[src/sle_pkg.sv]
package sle_pkg;

    localparam int CapacityDefault = 16;
    localparam int DataWidth = 32;
    localparam int FieldWidth = 5;
    localparam int QueueDepth = 2;

    typedef enum logic [1:0] {
        OP_INSERT = 2'd0,
        OP_DELETE = 2'd1,
        OP_LOCATE = 2'd2,
        OP_DELMIN = 2'd3
    } op_t;

    // Command handed from the front end to the back end.
    typedef struct packed {
        op_t                      op;
        logic [FieldWidth-1:0]    position;
        logic [DataWidth-1:0]     value;
        logic [FieldWidth-1:0]    limit;
    } cmd_t;

    typedef enum logic [2:0] {
        ST_IDLE,
        ST_SHIFT_UP,
        ST_SHIFT_DOWN,
        ST_SCAN,
        ST_MIN_MOVE,
        ST_RESULT
    } state_t;

endpackage

[src/sle_front.sv]
module sle_front #(
    parameter int CAPACITY = sle_pkg::CapacityDefault
) (
    input  logic                              clk,
    input  logic                              rst_n,
    input  logic                              cfg_we,
    input  logic [sle_pkg::FieldWidth-1:0]    cfg_data,
    input  logic                              valid_in,
    output logic                              ready_in,
    input  logic [1:0]                        operation,
    input  logic [sle_pkg::FieldWidth-1:0]    position,
    input  logic [sle_pkg::DataWidth-1:0]     value,
    output logic                              cmd_valid,
    input  logic                              cmd_ready,
    output sle_pkg::cmd_t                     cmd
);

    logic [sle_pkg::FieldWidth-1:0] limit_reg;
    logic [sle_pkg::FieldWidth-1:0] limit_eff;
    sle_pkg::cmd_t                  q_reg [sle_pkg::QueueDepth];
    logic                           wp_reg, rp_reg;
    logic [1:0]                     cnt_reg;
    logic                           push, pop;

    // Capacity register, saturated to the store depth when used.
    always_ff @(posedge clk or negedge rst_n)
    begin
        if (!rst_n)
            limit_reg <= sle_pkg::FieldWidth'(16);
        else if (cfg_we)
            limit_reg <= cfg_data;
    end

    always_comb
    begin
        if (32'(limit_reg) > CAPACITY)
            limit_eff = sle_pkg::FieldWidth'(CAPACITY);
        else
            limit_eff = limit_reg;
    end

    assign ready_in  = (cnt_reg != 2'd2);
    assign push      = valid_in && ready_in;
    assign cmd_valid = (cnt_reg != 2'd0);
    assign pop       = cmd_valid && cmd_ready;
    assign cmd       = q_reg[rp_reg];

    // Two-entry command queue between front and back.
    always_ff @(posedge clk)
    begin
        if (push)
            q_reg[wp_reg] <= '{op: sle_pkg::op_t'(operation), position: position,
                               value: value, limit: limit_eff};
    end

    always_ff @(posedge clk or negedge rst_n)
    begin
        if (!rst_n)
        begin
            wp_reg  <= 1'b0;
            rp_reg  <= 1'b0;
            cnt_reg <= 2'd0;
        end
        else
        begin
            if (push)
                wp_reg <= ~wp_reg;
            if (pop)
                rp_reg <= ~rp_reg;
            cnt_reg <= cnt_reg + 2'(push) - 2'(pop);
        end
    end

    a_cnt_bound: assert property (@(posedge clk) disable iff (!rst_n) cnt_reg <= 2'd2)
        else $error("queue count overflow");
    a_no_push_full: assert property (@(posedge clk) disable iff (!rst_n)
        cnt_reg == 2'd2 |-> !push) else $error("push into full queue");
    a_pop_valid: assert property (@(posedge clk) disable iff (!rst_n)
        pop |-> cnt_reg != 2'd0) else $error("pop from empty queue");

endmodule

[src/sle_back.sv]
module sle_back #(
    parameter int CAPACITY = sle_pkg::CapacityDefault
) (
    input  logic                              clk,
    input  logic                              rst_n,
    input  logic                              cmd_valid,
    output logic                              cmd_ready,
    input  sle_pkg::cmd_t                     cmd,
    output logic                              valid_out,
    input  logic                              ready_out,
    output logic                              ok,
    output logic [sle_pkg::DataWidth-1:0]     value_out,
    output logic [sle_pkg::FieldWidth-1:0]    position_out,
    output logic [sle_pkg::FieldWidth-1:0]    list_length_out,
    output logic                              last
);

    localparam int IW = (CAPACITY > 1) ? $clog2(CAPACITY) : 1;
    localparam int LW = $clog2(CAPACITY + 1);
    localparam int HW = (LW > sle_pkg::FieldWidth) ? LW : sle_pkg::FieldWidth;

    logic [sle_pkg::DataWidth-1:0] mem [CAPACITY];
    logic [sle_pkg::DataWidth-1:0] rd_reg;

    sle_pkg::state_t state_reg, state_next;
    sle_pkg::cmd_t   c_reg, c_next;
    logic [LW-1:0]   len_reg, len_next;
    logic [LW-1:0]   j_reg, j_next;
    logic [LW-1:0]   at_reg, at_next;
    logic [sle_pkg::DataWidth-1:0] min_reg, min_next;
    logic [4:0]      hits_reg, hits_next;
    logic            found_reg, found_next;
    logic            pend_reg, pend_next;
    logic [LW-1:0]   pendpos_reg, pendpos_next;

    logic            ov_reg, ov_next;
    logic            ok_reg, ok_next;
    logic [sle_pkg::DataWidth-1:0] vo_reg, vo_next;
    logic [sle_pkg::FieldWidth-1:0] po_reg, po_next;
    logic [sle_pkg::FieldWidth-1:0] lo_reg, lo_next;
    logic            last_reg, last_next;

    logic            we;
    logic [IW-1:0]   wa, ra;
    logic [sle_pkg::DataWidth-1:0] wd;
    logic            ra_en;
    logic [HW-1:0]   posx, lenx;

    assign valid_out       = ov_reg;
    assign ok              = ok_reg;
    assign value_out       = vo_reg;
    assign position_out    = po_reg;
    assign list_length_out = lo_reg;
    assign last            = last_reg;

    // Single-port-write, single-read store with registered read data.
    always_ff @(posedge clk)
    begin
        if (we)
            mem[wa] <= wd;
        if (ra_en)
            rd_reg <= mem[ra];
    end

    always_ff @(posedge clk or negedge rst_n)
    begin
        if (!rst_n)
        begin
            state_reg <= sle_pkg::ST_IDLE;
            len_reg   <= '0;
            ov_reg    <= 1'b0;
            pend_reg  <= 1'b0;
        end
        else
        begin
            state_reg <= state_next;
            len_reg   <= len_next;
            ov_reg    <= ov_next;
            pend_reg  <= pend_next;
        end
    end

    always_ff @(posedge clk)
    begin
        c_reg       <= c_next;
        j_reg       <= j_next;
        at_reg      <= at_next;
        min_reg     <= min_next;
        hits_reg    <= hits_next;
        found_reg   <= found_next;
        pendpos_reg <= pendpos_next;
        ok_reg      <= ok_next;
        vo_reg      <= vo_next;
        po_reg      <= po_next;
        lo_reg      <= lo_next;
        last_reg    <= last_next;
    end

    assign posx = HW'(cmd.position);
    assign lenx = HW'(len_reg);

    // Sequencer: at most one store write and one store read per cycle; results go through one output register.
    always_comb
    begin
        state_next   = state_reg;
        c_next       = c_reg;
        len_next     = len_reg;
        j_next       = j_reg;
        at_next      = at_reg;
        min_next     = min_reg;
        hits_next    = hits_reg;
        found_next   = found_reg;
        pend_next    = pend_reg;
        pendpos_next = pendpos_reg;
        ov_next      = ov_reg && !ready_out;
        ok_next      = ok_reg;
        vo_next      = vo_reg;
        po_next      = po_reg;
        lo_next      = lo_reg;
        last_next    = last_reg;
        cmd_ready    = 1'b0;
        we           = 1'b0;
        wa           = '0;
        wd           = '0;
        ra_en        = 1'b0;
        ra           = '0;

        unique case (state_reg)
            sle_pkg::ST_IDLE:
            begin
                if (cmd_valid && (!ov_reg || ready_out))
                begin
                    cmd_ready = 1'b1;
                    c_next    = cmd;
                    ov_next   = 1'b0;
                    unique case (cmd.op)
                        sle_pkg::OP_INSERT:
                        begin
                            if (posx < HW'(1) || posx > lenx + HW'(1) ||
                                lenx >= HW'(cmd.limit))
                            begin
                                ov_next = 1'b1; ok_next = 1'b0; vo_next = '0;
                                po_next = '0; lo_next = 5'(len_reg); last_next = 1'b1;
                            end
                            else
                            begin
                                // Walk downward from the end, moving entries up.
                                j_next = len_reg;
                                if (lenx >= posx)
                                begin
                                    ra_en = 1'b1;
                                    ra    = IW'(len_reg - LW'(1));
                                end
                                state_next = sle_pkg::ST_SHIFT_UP;
                            end
                        end
                        sle_pkg::OP_DELETE:
                        begin
                            if (posx < HW'(1) || posx > lenx)
                            begin
                                ov_next = 1'b1; ok_next = 1'b0; vo_next = '0;
                                po_next = '0; lo_next = 5'(len_reg); last_next = 1'b1;
                            end
                            else
                            begin
                                ra_en  = 1'b1;
                                ra     = IW'(cmd.position - 5'd1);
                                j_next = LW'(cmd.position - 5'd1);
                                found_next = 1'b0;
                                state_next = sle_pkg::ST_SHIFT_DOWN;
                            end
                        end
                        sle_pkg::OP_LOCATE:
                        begin
                            j_next     = '0;
                            hits_next  = '0;
                            found_next = 1'b0;
                            pend_next  = 1'b0;
                            if (len_reg != '0)
                            begin
                                ra_en = 1'b1;
                                ra    = '0;
                            end
                            state_next = sle_pkg::ST_SCAN;
                        end
                        default:
                        begin
                            if (len_reg == '0)
                            begin
                                ov_next = 1'b1; ok_next = 1'b0; vo_next = '0;
                                po_next = '0; lo_next = 5'(len_reg); last_next = 1'b1;
                            end
                            else
                            begin
                                ra_en  = 1'b1;
                                ra     = '0;
                                j_next = '0;
                                at_next = '0;
                                state_next = sle_pkg::ST_SCAN;
                            end
                        end
                    endcase
                end
            end

            // Insert: rd_reg holds entry j-1; write it to j, then read j-2.
            sle_pkg::ST_SHIFT_UP:
            begin
                if (HW'(j_reg) >= HW'(c_reg.position))
                begin
                    we = 1'b1;
                    wa = IW'(j_reg);
                    wd = rd_reg;
                    j_next = j_reg - LW'(1);
                    if (HW'(j_reg) - HW'(1) >= HW'(c_reg.position))
                    begin
                        ra_en = 1'b1;
                        ra    = IW'(j_reg - LW'(2));
                    end
                end
                else
                begin
                    we = 1'b1;
                    wa = IW'(c_reg.position - 5'd1);
                    wd = c_reg.value;
                    len_next = len_reg + LW'(1);
                    state_next = sle_pkg::ST_RESULT;
                    ok_next = 1'b1; vo_next = '0; po_next = '0;
                    lo_next = 5'(len_reg + LW'(1)); last_next = 1'b1;
                end
            end

            // Delete: the first step latches the removed value, then entry j+1 moves to j.
            sle_pkg::ST_SHIFT_DOWN:
            begin
                if (!found_reg)
                begin
                    found_next = 1'b1;
                    min_next   = rd_reg;
                    if (j_reg + LW'(1) < len_reg)
                    begin
                        ra_en = 1'b1;
                        ra    = IW'(j_reg + LW'(1));
                    end
                    else
                    begin
                        len_next = len_reg - LW'(1);
                        state_next = sle_pkg::ST_RESULT;
                        ok_next = 1'b1; vo_next = rd_reg; po_next = '0;
                        lo_next = 5'(len_reg - LW'(1)); last_next = 1'b1;
                    end
                end
                else
                begin
                    we = 1'b1;
                    wa = IW'(j_reg);
                    wd = rd_reg;
                    j_next = j_reg + LW'(1);
                    if (j_reg + LW'(2) < len_reg)
                    begin
                        ra_en = 1'b1;
                        ra    = IW'(j_reg + LW'(2));
                    end
                    else
                    begin
                        len_next = len_reg - LW'(1);
                        state_next = sle_pkg::ST_RESULT;
                        ok_next = 1'b1; vo_next = min_reg; po_next = '0;
                        lo_next = 5'(len_reg - LW'(1)); last_next = 1'b1;
                    end
                end
            end

            // Scan: rd_reg holds entry j. Locate hands out hits; delete-min tracks minimum.
            sle_pkg::ST_SCAN:
            begin
                if (c_reg.op == sle_pkg::OP_LOCATE)
                begin
                    if (!pend_reg || !ov_reg || ready_out)
                    begin
                        logic hit;
                        logic done;
                        hit  = (j_reg < len_reg) && (rd_reg == c_reg.value)
                               && (hits_reg != 5'd16);
                        done = (j_reg >= len_reg) || (hits_reg == 5'd16);
                        // Flush the held hit once we know whether it is the last one.
                        if (pend_reg && (hit || done))
                        begin
                            ov_next = 1'b1; ok_next = 1'b1; vo_next = '0;
                            po_next = 5'(pendpos_reg); lo_next = 5'(len_reg);
                            last_next = done;
                            pend_next = 1'b0;
                        end
                        if (done)
                        begin
                            if (!pend_reg)
                            begin
                                ov_next = 1'b1; ok_next = 1'b0; vo_next = '0;
                                po_next = '0; lo_next = 5'(len_reg); last_next = 1'b1;
                            end
                            state_next = sle_pkg::ST_IDLE;
                        end
                        else
                        begin
                            if (hit)
                            begin
                                pend_next    = 1'b1;
                                pendpos_next = j_reg + LW'(1);
                                hits_next    = hits_reg + 5'd1;
                            end
                            j_next = j_reg + LW'(1);
                            if (j_reg + LW'(1) < len_reg)
                            begin
                                ra_en = 1'b1;
                                ra    = IW'(j_reg + LW'(1));
                            end
                        end
                    end
                end
                else
                begin
                    if (j_reg == '0 || $signed(rd_reg) < $signed(min_reg))
                    begin
                        min_next = rd_reg;
                        at_next  = j_reg;
                    end
                    j_next = j_reg + LW'(1);
                    if (j_reg + LW'(1) < len_reg)
                    begin
                        ra_en = 1'b1;
                        ra    = IW'(j_reg + LW'(1));
                    end
                    else
                    begin
                        ra_en = 1'b1;
                        ra    = IW'(len_reg - LW'(1));
                        state_next = sle_pkg::ST_MIN_MOVE;
                    end
                end
            end

            // Delete-min: rd_reg holds the last entry; move it into the freed slot.
            sle_pkg::ST_MIN_MOVE:
            begin
                we = 1'b1;
                wa = IW'(at_reg);
                wd = rd_reg;
                len_next = len_reg - LW'(1);
                state_next = sle_pkg::ST_RESULT;
                ok_next = 1'b1; vo_next = min_reg; po_next = 5'(at_reg + LW'(1));
                lo_next = 5'(len_reg - LW'(1)); last_next = 1'b1;
            end

            sle_pkg::ST_RESULT:
            begin
                if (!ov_reg || ready_out)
                begin
                    ov_next = 1'b1;
                    state_next = sle_pkg::ST_IDLE;
                end
                else
                begin
                    ok_next = ok_reg; vo_next = vo_reg; po_next = po_reg;
                    lo_next = lo_reg; last_next = last_reg;
                end
            end

            default:
                state_next = sle_pkg::ST_IDLE;
        endcase

        // A result still waiting holds its fields.
        if (ov_reg && !ready_out)
        begin
            ok_next = ok_reg; vo_next = vo_reg; po_next = po_reg;
            lo_next = lo_reg; last_next = last_reg;
        end
    end

    a_len_bound: assert property (@(posedge clk) disable iff (!rst_n)
        32'(len_reg) <= CAPACITY) else $error("length beyond capacity");
    a_take_idle: assert property (@(posedge clk) disable iff (!rst_n)
        cmd_ready |-> state_reg == sle_pkg::ST_IDLE) else $error("command taken while busy");
    a_len_step: assert property (@(posedge clk) disable iff (!rst_n)
        len_reg != $past(len_reg) |-> $past(state_reg) != sle_pkg::ST_IDLE)
        else $error("length changed outside an operation");

endmodule

[src/sequential_list_engine_core.sv]
// Sequential list engine: an ordered list of signed 32-bit values.
// Input channel: valid_in/ready_in with operation, position and value;
// a transfer happens when both are high. Output channel: valid_out/ready_out
// with ok, value_out, position_out, list_length_out and last.
// cfg_we/cfg_data write capacity_limit at any edge with cfg_we high.
// A front part takes items into a two-entry command queue; a back part runs
// them against a CAPACITY-entry store (16 by default) with one write and one registered read a cycle.
// The back part walks the store one entry per cycle, and a locate waits while
// a held hit cannot be handed out; a refused item goes straight to the output
// register. The back part takes its next item only once back in idle.
// Locate gives one result per hit (up to 16), last set on the final one, or one failing result if none hit.
// A stalled receiver holds the result register; the back part then waits,
// while the queue still takes up to two more items.
// Reset empties the list, clears the queue and sets capacity_limit to 16.
module sequential_list_engine_core #(
    parameter int CAPACITY = sle_pkg::CapacityDefault
) (
    input  logic                              clk,
    input  logic                              rst_n,
    input  logic                              cfg_we,
    input  logic [sle_pkg::FieldWidth-1:0]    cfg_data,
    input  logic                              valid_in,
    output logic                              ready_in,
    input  logic [1:0]                        operation,
    input  logic [sle_pkg::FieldWidth-1:0]    position,
    input  logic [sle_pkg::DataWidth-1:0]     value,
    output logic                              valid_out,
    input  logic                              ready_out,
    output logic                              ok,
    output logic [sle_pkg::DataWidth-1:0]     value_out,
    output logic [sle_pkg::FieldWidth-1:0]    position_out,
    output logic [sle_pkg::FieldWidth-1:0]    list_length_out,
    output logic                              last
);

    logic          cmd_valid, cmd_ready;
    sle_pkg::cmd_t cmd;

    sle_front #(.CAPACITY(CAPACITY)) u_front (
        .clk(clk), .rst_n(rst_n), .cfg_we(cfg_we), .cfg_data(cfg_data),
        .valid_in(valid_in), .ready_in(ready_in), .operation(operation),
        .position(position), .value(value), .cmd_valid(cmd_valid),
        .cmd_ready(cmd_ready), .cmd(cmd)
    );

    sle_back #(.CAPACITY(CAPACITY)) u_back (
        .clk(clk), .rst_n(rst_n), .cmd_valid(cmd_valid), .cmd_ready(cmd_ready),
        .cmd(cmd), .valid_out(valid_out), .ready_out(ready_out), .ok(ok),
        .value_out(value_out), .position_out(position_out),
        .list_length_out(list_length_out), .last(last)
    );

endmodule

[config.mk]
export PLATFORM = sky130hd
export DESIGN_NAME = sequential_list_engine_core
export DESIGN_NICKNAME = d
export VERILOG_FILES = /design/src/sle_pkg.sv /design/src/sle_front.sv /design/src/sle_back.sv /design/src/sequential_list_engine_core.sv
export SDC_FILE = /design/constraint.sdc
export NUM_CORES = 1
export LEC_CHECK = 0
export CAP_MARGIN = 30
export CORE_MARGIN = 4
export CORE_UTILIZATION = 50
export CTS_CLUSTER_DIAMETER = 50
export DETAILED_ROUTE_END_ITERATION = 6
export DONT_BUFFER_PORTS = 1
export PLACE_DENSITY_LB_ADDON = 0.12
export SYNTH_ARGS = -nofsm -noshare
export SYNTH_HDL_FRONTEND = slang
export SYNTH_HIERARCHICAL = 1
export SYNTH_SLANG_ARGS = --single-unit
[constraint.sdc]
create_clock -name clk -period 7.5 [get_ports clk]
set_clock_uncertainty 0.1 [all_clocks]
set_input_delay 1.5 -clock clk [delete_from_list [all_inputs] [get_ports clk]]
set_output_delay 1.5 -clock clk [all_outputs]
set_load 0.02 [all_outputs]
After elaboration in Yosys (flattened, before gate mapping)
Memories as Yosys holds them, arrays and structs flattened. A register that Yosys moved wholly into a read port is not among the register bits.
Cells that the tools add are included.
{ "op_classes": {"n_addsub": 12, "n_lt_le_gt_ge": 13, "n_eq_ne": 41, "n_mux": 184, "bitwise": 4, "n_reduce_logical": 44} }
{ "ops": {"columns": ["op", "n"], "rows": [
  ["$mux 32", 18],
  ["$mux 5", 46],
  ["$pmux 32 s3", 2],
  ["$pmux 32 s5", 1],
  ["$pmux 32 s2", 1],
  ["$mux 1", 62],
  ["$mux 4", 15],
  ["$pmux 5 s3", 4],
  ["$pmux 5 s5", 2],
  ["$mux 3", 13],
  ["$eq 32x32->1", 1],
  ["$lt 32x32->1", 1],
  ["$ge 5x5->1", 5],
  ["$ne 3x3->1 const B", 8],
  ["$add 5x1->5 const B", 4],
  ["$pmux 5 s2", 2],
  ["$pmux 5 s4", 1],
  ["$ne 2x2->1 const B", 9],
  ["$pmux 3 s6", 1],
  ["$ne 2x1->1 const B", 8],
  ["$pmux 4 s4", 1],
  ["$lt 5x5->1", 3],
  ["$pmux 1 s3", 5],
  ["$sub 5x1->5 const B", 3],
  ["44 further kinds", 82]
]} }
{ "word_totals": {"regBits": 155, "ram_bits": 600, "input_bits": 49, "output_inout_bits": 46, "word_cells": 322, "n_memories": 2} }
{ "mem_list": {"columns": ["name", "words", "word_bits", "rd", "rd_clocked_by_memory_dff", "wr", "line_no", "rtl"], "rows": [
  ["u_back.mem", 16, 32, 1, 1, 1, "sle_back.sv:22", "logic [sle_pkg::DataWidth-1:0] mem [CAPACITY];"],
  ["u_front.q_reg", 2, 44, 1, 0, 1, "sle_front.sv:20", "sle_pkg::cmd_t q_reg [sle_pkg::QueueDepth];"]
]} }

Longest topological paths before layout
{ "logic_depth": {"ltp_word": 11, "ltp_mapped": 19, "mapped_depth_nobuf": 15} }

Hierarchy
Netlist, hierarchy kept.
{ "by_module_without_submodules": {"columns": ["mod", "instances", "cells_per_inst", "area_per_inst_um2", "seq_area_each_um2"], "rows": [
  ["sle_back", 1, 2336, 30504.3, 20669.8],
  ["sle_front", 1, 174, 3618.5, 2869.0]
]} }

Least setup slack after synthesis
Ideal clock, no wire load.
{ "synth_timing": {"kind": "register to register", "from": "reg u_back.len_reg[0]", "to": "reg u_back.last_reg, in the netlist u_back/last, enable pin", "setup_time_ps": 555, "arrival_time_ps": 6614, "required_ps": 6845, "slack_ps": 231, "stages_incl_launch_ff": 14, "path_buffers": 1, "synth_period_minus_slack_ps": 7269, "cell_sequence": "dfrtp_1 -> buf_2 -> inv_1 -> ha_1 -> inv_1 -> ha_1 -> nor2b_1 -> o21ai_0 -> maj3_1 -> nor2_1 -> o21ai_0 -> o21ai_0 -> a41oi_1 -> nor4_1"} }
{ "synth_via": {"elab_chain_len": 6, "elab_cells_between_ends": 16, "cone_classes": "add/sub: 1; order compare: 5; eq/ne: 5; reduce/logical: 5"} }
{ "synth_lines": {"columns": ["element", "line_no", "rtl"], "rows": [
  ["start: declaration", "sle_back.sv:27", "logic [LW-1:0] len_reg, len_next;"],
  ["start signal: assignment", "sle_back.sv:77", "len_reg <= len_next;"],
  ["$add 5x1->5", "sle_back.sv:139", "if (posx < HW'(1) || posx > lenx + HW'(1) ||"],
  ["$gt 5x5->1", "sle_back.sv:139", null],
  ["$logic_or 1x1->1 (2 in series)", "sle_back.sv:139", null],
  ["$ne 3x2->1 (no line)", null, null],
  ["$reduce_and 12->1 (no line) (*)", null, null],
  ["end signal: assignment", "sle_back.sv:96", "last_reg <= last_next;"],
  ["end: declaration", "sle_back.sv:41", "logic last_reg, last_next;"]
]} }
Every way passes the cells marked *; elsewhere a longest branch is shown, timed or not.
A chain may end at the register's enable or synchronous reset.

==> flow_summary.ini <==
[outcome]
status = finished with violations
violations = design-rule violations

[place]
place_area_sq_um = 35200
post-place-ws_ps = 1890
post-dp-hpwl_um = 54900
gp_congestion = 0.905
port_buffers = 0
dp.cells = 3303

[logic_synthesis]
synth-seq-cells = 787
ys_warn_count = 6
syn_area_per_cell_sq_um = 13.6
synth_top_area_cell = edfxtp_1
synth_commonest_cells = 768 x edfxtp_1, 470 x nand2_1, 176 x nand3_1
syn-num-nets = 2644
syn_area_sq_um = 34100
synth-seq-area-share_pct = 69.0
synth_top_area_share_pct = 67.6
synthTopCellsByArea = edfxtp_1 68%, nand2_1 5.2%, ha_1 3.1%
synth_most_common_cell = edfxtp_1
synth_flop_cell = edfxtp_1
synth_edf_count = 768
synth_cell_types = 75
syn_inst = 2510
synthArstFlopShare_pct = 2.41

[setup_path]
crit_fanout = 36
path_class = flip-flop to flip-flop
crit_required_ps = 7880
r2r_slack_ps = 1860
end_kind = flip-flop
reg2reg_depth = 15
cp-start-kind = flip-flop
arrival_ps = 6020

[floorplan]
core_sq_um = 67400
ios = 95
dieWidth_um = 269
fp.dieArea_sq_um = 72500
rows = 95
start_util_pct = 50.6
die_h_um = 269

[grt]
grt_antenna_before_repair = 0
grt_usage_pct = 24.7
gr-total-overflow = 0
grt_first_pass_wirelength_um = 135000
grt_pass1_vias = 20758
grt_max_degree = 101

[cells_and_area]
nFillCells = 5383
instances_no_fill = 3474
register_area_sq_um = 23500
area_growth_pct = 12.4
multi_input_area_sq_um = 9730
diodes = 0
utilization_pct = 56.9
final_area_sq_um = 38300
drive_gt1_share_pct = 11.3
largest_reg_flops = 512
fin_nets = 2658

[route]
viasPerCell = 6.10
vias = 21182
firstDrtPassIters = 7
wire_per_inst_um = 26.3
drtIter0Drc = 2396
drt-total-wl_um = 91500
route.detailed.drc = 10
ant_nets = 0

[cts]
htree_levels = 3
clock-sinks = 787
cts_buffers = 91
cts-hold-fix-buffers = 0
cts_tree = yes
max-clock-path-buffers = 3
cts_resized = 0
cts_setup_buffers = 0
clockRootBuffer = clkbuf_16
clk_latency_ps = 670
clkSlewWorstSetupHoldPaths_ps = 60

[pwr]
powerDensity_nw_per_um2 = 507
peakVddDrop_v = 0.000261
leakagePower_nw = 14.1
totalPowerFinal_mw = 19.4

[sta]
finalCriticalPeriod_ps = 5640
relSlewSlack_pct = 28.6
timing.final.ws_setup_ps = 1860
finalSetupViolCount = 0
hold_viol = 0
final_max_slew_viol_count = 0
max_freq_ghz = 0.177
rsz0062_at_grt = false
fin_crit_sh_pct = 75.2
totalNegativeSetupSlack_ps = 0
tightest_slew_ps = 1060
holdWs_ps = 402

[min_path]
min_path_type = flip-flop to flip-flop
hold_depth = 1

[run]
max_cap_violations = 0
[cells in the final DEF (no fill, tap or decap), types with 14 or more instances in the layout]
cell type	instances
ha_1	85
inv_1	102
a32oi_1	14
dfrtp_1	17
a222oi_1	32
o21ai_0	35
nand3_1	174
a211oi_1	25
nor2b_1	21
a2111oi_0	16
xnor2_1	50
buf_4	45
nand2b_1	15
nor2_4	17
clkbuf_16	91
a21oi_1	103
edfxtp_1	768
mux2_2	51
nand2_1	469
nand4_1	16
a22o_1	32
mux2i_1	86
o31ai_1	21
o221ai_1	23
nor2_1	46
clkbuf_1	21
xor2_1	14
[worst max-delay path: stages, from the launching register on]
cell and delay, ps:
dfrtp_2 490, buf_4 460, mux2_2 480, ha_1 340
a21oi_1 180, nand2b_1 80, o21ai_1 290, o2111ai_1 220
o21a_1 290, o211ai_2 180, buf_4 440, nand3_2 710
buf_4 490, o221ai_1 290, o31ai_1 130, a211oi_1 260
[power breakdown]
group	switching (mW)	total [mW]	internal, mW
Clock	1.82	4.53	2.71
Sequential	0.958	8.12	7.16
Combinational	4.73	6.77	2.04
Total	7.51	19.4	11.9
[logic make-up (layout without fill, tap and decap cells)]
| group | Yosys count | count (layout) | share of synthesized area (%) |
|---|---|---|---|
| mux | 137 | 137 | 4.21 |
| buf+inv | 233 | 324 | 3.07 |
| compound gates | 393 | 393 | 8.57 |
| fa+ha+maj | 86 | 86 | 3.15 |
| simple gates | 810 | 810 | 10.4 |
| xor+xnor | 64 | 64 | 1.64 |
| flops | 787 | 787 | 69.0 |
[layer usage]
| metal | track usage, % | wire, um | share of wire, % |
|---|---|---|---|
| met1 | 33.3 | 37300 | 41 |
| met2 | 40.8 | 44200 | 48 |
| met3 | 4.57 | 6770 | 7.4 |
| met4 | 8.84 | 3240 | 3.5 |
| met5 | 0 | 0 | 0 |
[layout make-up]
type,instances,share of cell area [%]
Inverter,102,0.998
Multi-Input combinational cell,1490,25.4
Sequential cell,787,61.4
Clock inverter,56,1.95
Timing Repair Buffer,52,1.21
Clock buffer,114,6.22
Tap cell,873,2.85
[worst paths after layout]
| kind | start | end |
|---|---|---|
| max in group asynchronous | rst_n | u_front/limit_reg[4] |
| max | u_front/rp_reg | u_back/rd_reg[18] |
| min reg2reg | u_front/limit_reg[1] | u_front/limit_reg[1] |
| min | u_front/limit_reg[1] | u_front/limit_reg[1] |
| max reg2reg | u_front/rp_reg | u_back/rd_reg[18] |
| min in group asynchronous | rst_n | u_back/valid_out |
Power figures use the tool's default switching activity.
